File: src/tis_pkg.sv
`default_nettype none
package tis_pkg;

   // default sizes
   localparam int MEM_WORDS_DEF   = 4096;
   localparam int STACK_DEPTH_DEF = 16;

   // status codes
   localparam logic [2:0] STAT_OK       = 3'd0;
   localparam logic [2:0] STAT_END      = 3'd1;
   localparam logic [2:0] STAT_PROG_END = 3'd2;
   localparam logic [2:0] STAT_BAD_OP   = 3'd3;
   localparam logic [2:0] STAT_DIV_ZERO = 3'd4;
   localparam logic [2:0] STAT_STACK_OV = 3'd5;

   // item kinds
   localparam logic KIND_LOAD = 1'b0;
   localparam logic KIND_STEP = 1'b1;

   // instruction categories
   localparam logic [3:0] CAT_MEM   = 4'd0;
   localparam logic [3:0] CAT_ARITH = 4'd1;
   localparam logic [3:0] CAT_JUMP  = 4'd2;
   localparam logic [3:0] CAT_LOGIC = 4'd3;
   localparam logic [3:0] CAT_SHIFT = 4'd4;
   localparam logic [3:0] CAT_CMP   = 4'd5;

   // memory ops
   localparam logic [3:0] OP_LDI = 4'd0;
   localparam logic [3:0] OP_LD  = 4'd1;
   localparam logic [3:0] OP_ST  = 4'd2;
   localparam logic [3:0] OP_STI = 4'd3;
   localparam logic [3:0] OP_LDA = 4'd4;
   // arithmetic ops
   localparam logic [3:0] OP_ADD = 4'd0;
   localparam logic [3:0] OP_SUB = 4'd1;
   localparam logic [3:0] OP_MUL = 4'd2;
   localparam logic [3:0] OP_DIV = 4'd3;
   // jump ops
   localparam logic [3:0] OP_JMP    = 4'd0;
   localparam logic [3:0] OP_JR     = 4'd1;
   localparam logic [3:0] OP_BNZ    = 4'd2;
   localparam logic [3:0] OP_JRNZ   = 4'd3;
   localparam logic [3:0] OP_RET    = 4'd4;
   localparam logic [3:0] OP_HALT   = 4'd5;
   localparam logic [3:0] OP_CALL   = 4'd6;
   localparam logic [3:0] OP_CALLNZ = 4'd7;
   // logic ops
   localparam logic [3:0] OP_AND  = 4'd0;
   localparam logic [3:0] OP_OR   = 4'd1;
   localparam logic [3:0] OP_NAND = 4'd2;
   localparam logic [3:0] OP_NOR  = 4'd3;
   localparam logic [3:0] OP_XOR  = 4'd4;
   // shift ops
   localparam logic [3:0] OP_SHL = 4'd0;
   localparam logic [3:0] OP_SHR = 4'd1;
   // compare ops
   localparam logic [3:0] OP_LT = 4'd0;
   localparam logic [3:0] OP_LE = 4'd1;
   localparam logic [3:0] OP_GT = 4'd2;
   localparam logic [3:0] OP_GE = 4'd3;
   localparam logic [3:0] OP_EQ = 4'd4;

   typedef enum logic [3:0] {
      ST_CLEAR,
      ST_IDLE,
      ST_START,
      ST_DECODE,
      ST_READ_A,
      ST_READ_B,
      ST_READ_D,
      ST_DIV,
      ST_EXEC
   } state_type;

   // controller to datapath
   typedef struct packed {
      logic clear;
      logic take;
      logic early;
      logic fetch;
      logic latch_ins;
      logic latch_a;
      logic latch_b;
      logic latch_d;
      logic div_start;
      logic commit;
   } tis_cmd_type;

   // datapath to controller
   typedef struct packed {
      logic early;
      logic need_div;
      logic rsp_busy;
      logic clear_last;
      logic div_done;
   } tis_stat_type;

endpackage
`default_nettype wire

File: src/tis_ctrl.sv
`default_nettype none
module tis_ctrl
   import tis_pkg::*;
(
   input  wire          clock,
   input  wire          reset,
   input  wire          req_tvalid,
   output logic         req_tready,
   input  tis_stat_type st,
   output tis_cmd_type  cmd
);
   state_type state_ff, state_in;

   // state register
   always_ff @(posedge clock) begin
      if (reset) begin
         state_ff <= ST_CLEAR;
      end else begin
         state_ff <= state_in;
      end
   end

   // next state and commands
   always_comb begin
      state_in   = state_ff;
      cmd        = '0;
      req_tready = 1'b0;
      unique case (state_ff)
         ST_CLEAR: begin
            cmd.clear = 1'b1;
            if (st.clear_last) begin
               state_in = ST_IDLE;
            end
         end
         ST_IDLE: begin
            req_tready = 1'b1;
            if (req_tvalid) begin
               cmd.take = 1'b1;
               state_in = ST_START;
            end
         end
         ST_START: begin
            if (!st.early) begin
               cmd.fetch = 1'b1;
               state_in  = ST_DECODE;
            end else if (!st.rsp_busy) begin
               cmd.early = 1'b1;
               state_in  = ST_IDLE;
            end
         end
         ST_DECODE: begin
            cmd.latch_ins = 1'b1;
            state_in      = ST_READ_A;
         end
         ST_READ_A: begin
            cmd.latch_a = 1'b1;
            state_in    = ST_READ_B;
         end
         ST_READ_B: begin
            cmd.latch_b = 1'b1;
            state_in    = ST_READ_D;
         end
         ST_READ_D: begin
            cmd.latch_d = 1'b1;
            if (st.need_div) begin
               cmd.div_start = 1'b1;
               state_in      = ST_DIV;
            end else begin
               state_in = ST_EXEC;
            end
         end
         ST_DIV: begin
            if (st.div_done) begin
               state_in = ST_EXEC;
            end
         end
         ST_EXEC: begin
            if (!st.rsp_busy) begin
               cmd.commit = 1'b1;
               state_in   = ST_IDLE;
            end
         end
         default: begin
            state_in = ST_IDLE;
         end
      endcase
   end
endmodule
`default_nettype wire

File: config.mk
export PLATFORM = sky130hd
export DESIGN_NAME = tis_ctrl
export DESIGN_NICKNAME = d
export VERILOG_FILES = /design/src/tis_pkg.sv /design/src/tis_ctrl.sv
export SDC_FILE = /design/constraint.sdc
export NUM_CORES = 1
export LEC_CHECK = 0
export ABC_AREA = 1
export BUFFER_PORTS_ARGS = -buffer_cell sky130_fd_sc_hd__buf_4
export CORE_AREA = 2 2 39 41
export CTS_BUF_LIST = sky130_fd_sc_hd__clkbuf_16
export CTS_CLUSTER_SIZE = 28
export DETAILED_ROUTE_END_ITERATION = 12
export DIE_AREA = 0 0 41 43
export MAX_ROUTING_LAYER = met4
export PLACE_DENSITY_LB_ADDON = 0.2
export SYNTH_ARGS = -nofsm -noshare
export SYNTH_HDL_FRONTEND = slang
export SYNTH_SLANG_ARGS = --single-unit
export TNS_END_PERCENT = 30
File: constraint.sdc
create_clock -name clock -period 2.55 [get_ports clock]
set_clock_uncertainty 0.2 [all_clocks]
set_input_delay 0.1275 -clock clock [delete_from_list [all_inputs] [get_ports clock]]
set_output_delay 0.1275 -clock clock [all_outputs]
set_load 0.02 [all_outputs]
==> reports/qor.txt <==
count leader, synth: nand2_1
Reg clk slew, reported paths: 0.03 ns
clock latency on the worst-skew pair: 0.22 ns
R2R Setup Slk: 1.13 ns
num rows: 14
first-pass iteration count of the detailed router: 4
layout cells sized above 1: 25.8%
post-synthesis mux area share: 0%
gr usage total: 14.6%
crit path capture type: output pin
Synth top cells by count: nand2_1 (17), inv_1 (16), nor2_1 (11)
average routed wire per standard cell: 9.43 µm
Layout area overhead: 64.6%
Tmin final: 1.59 ns
final instance area: 612 µm²
Worst Path Arrival: 1.26 ns
Critical R2R Launch: state_ff[2]
register area share after synthesis: 21.5%
# fillers: 150
Max stage delay cell, worst path: dfxtp_1
Ports: 19
global route overflow: 0
setup bufs post-CTS: 0
largest family of logic cells by synthesized area: simple AND/OR/NAND/NOR gates
Power Density: 701 nW/µm²
Yosys cell types: 11
Die ar.: 1760 µm²
Worst-Margin Slew: 0.286 ns
RSZ-0062 raised after global routing: false
peak supply drop: 436 µV
Iter 0 DRT Violations: 22
Via density: 4.57
DP HPWL: 850 µm
hold_sp: st[0]
top cell type's share of synthesized area: 21.5%
max reg flops: 4
Top Registers: state_ff: 4 flops
ys flop type: dfxtp_1
Vias: 498
CTS HTree Levels: 1
largest reg by FF count: state_ff
root buf cell: clkbuf_16
Maximum Capacitance Violations: 0
core area: 1380 µm²
simple-gate portion of the synthesized area: 54.9%
Num CTS Buffers: 3
CTS tree: built
vias in the first global route: 446
endpoints failing setup: 0
Critical Path Start: state_ff[2]
period utilization: 62.3%
crit path max fanout: 6
Clock Tree Buf Depth: 2
Final Hold Viols: 0
# diodes: 0
placed cell area: 527 µm²
antenna viol nets, final: 0
nets@finish: 103
Port Buf Inserts: 18
Die W: 41 µm
Post-synth ARST share: 0%
worst rel slew slack: 80.8%
largest net degree at the start of global routing: 9
wire length of the first global-routing pass: 1710 µm
Crit Path Class: reg -> out
syn_nets: 79
Pleak: 0.359 nW
#FFs+latches synth: 4
CTS sink cnt: 4
# DRC: 0
Die Y: 43 µm
CTS resizes: 0
adder-cell area share of the yosys netlist: 0%
Synth Area in Compound Gates: 7.41%
Synth Area in XOR/XNOR: 0%
Area contributors post-synth: dfxtp_1 (22%), nand2_1 (17%), inv_1 (16%), nor2_1 (11%), nand3_1 (11%)
Hold Path Class: in -> reg
synth warn: 0
starting density of the core: 26.9%
Worst EP required: 2.22 ns
CP Launch Type: flop
cell area after synthesis: 372 µm²
initial antenna violation count: 0
CP dominant cell by count: inv_1
syn_area_per_cell: 5.23 µm²
max incr delay on CP: 0.38 ns
hold depth: 4
EDFF count, synth: 0
Gate Count Post-Synth: 71
Synth area leader: dfxtp_1
Reg2Reg Depth: 6
Routed WL: 1030 µm
setup TNS: 0 ns
Routability Congestion: 0.887
r2r endpoint: state_ff[0]
crit-path cells: inv_1, nor2_2, nand3_1, inv_1, buf_4
f_max: 630 MHz
Min-Delay Endpoint: state_ff[1]
Slew Limit Fails: 0
run status: finished clean
routing by layer:
metal | track usage [%] | wire length (µm) | part of all wire [%]
met5 | - | 0 | 0
met4 | 8.00 | 23 | 2.2
met3 | 1.57 | 59 | 5.7
met2 | 21.6 | 467 | 45
met1 | 18.6 | 477 | 46
final cells by class:
cell class	count	area [µm²]	area share (%)
multi-input combinational	51	231	37.8
timing repair buffer	19	145	23.7
sequential	4	80.1	13.1
clock buffer	3	75.1	12.3
inverter	16	60.1	9.82
tap	16	20.0	3.27
report_power, final:
group          internal (mW)  switching, mW
Sequential            0.0688        0.00869
Clock                  0.200         0.0422
Combinational         0.0432         0.0659
cells in the final DEF, fill, tap and decap left out:
master	count
nor3_1	3
nor2_1	11
dfxtp_1	4
nand4_1	4
nand3_1	8
a21oi_1	1
o211ai_1	1
o21ai_0	3
clkbuf_16	3
nand2_1	17
dlygate4sd3_1	1
nor2_2	3
buf_4	18
inv_1	16
stage by stage:
step	power (mW)	hold slack [ns]	instances	utilization [%]	setup slack, ns
finish	0.429	0.0804	109	44.2	0.962
global route	0.456	0.103	109	44.2	0.791
CTS	0.435	0.0770	109	44.2	0.950
detailed placement	0.187	0.107	105	38.1	1.11
global placement	0.187	0.108	105	38.1	1.09
floorplan	0.146	-0.00343	71	-	1.03
kinds of logic after synthesis:
family / after synthesis
and+or+nand+nor: 46
buffers and inverters: 16
AOI/OAI and AO/OA: 5
DFF: 4
repair_timing:
item	4_1_cts	5_1_grt
endpoints found under the hold margin	4	0
hold buffers	1	0
endpoints found under the setup margin	0	0
worst max path at each step:
stage | endpoint | slack [ns] | depth (start not counted)
floorplan | state_ff[2] | 1.03 | 6
global placement | state_ff[0] | 1.09 | 6
detailed placement | state_ff[0] | 1.11 | 6
CTS | cmd[1] | 0.95 | 5
global route | cmd[6] | 0.79 | 5
finish | cmd[1] | 0.96 | 5
critical path: cells and delay by family, from the launching register on:
family	cells	cell delay [ns]
buf+inv	3	0.31
simple gates	2	0.34
flops	1	0.38
No activity file was read; power rests on OpenSTA's default activity.
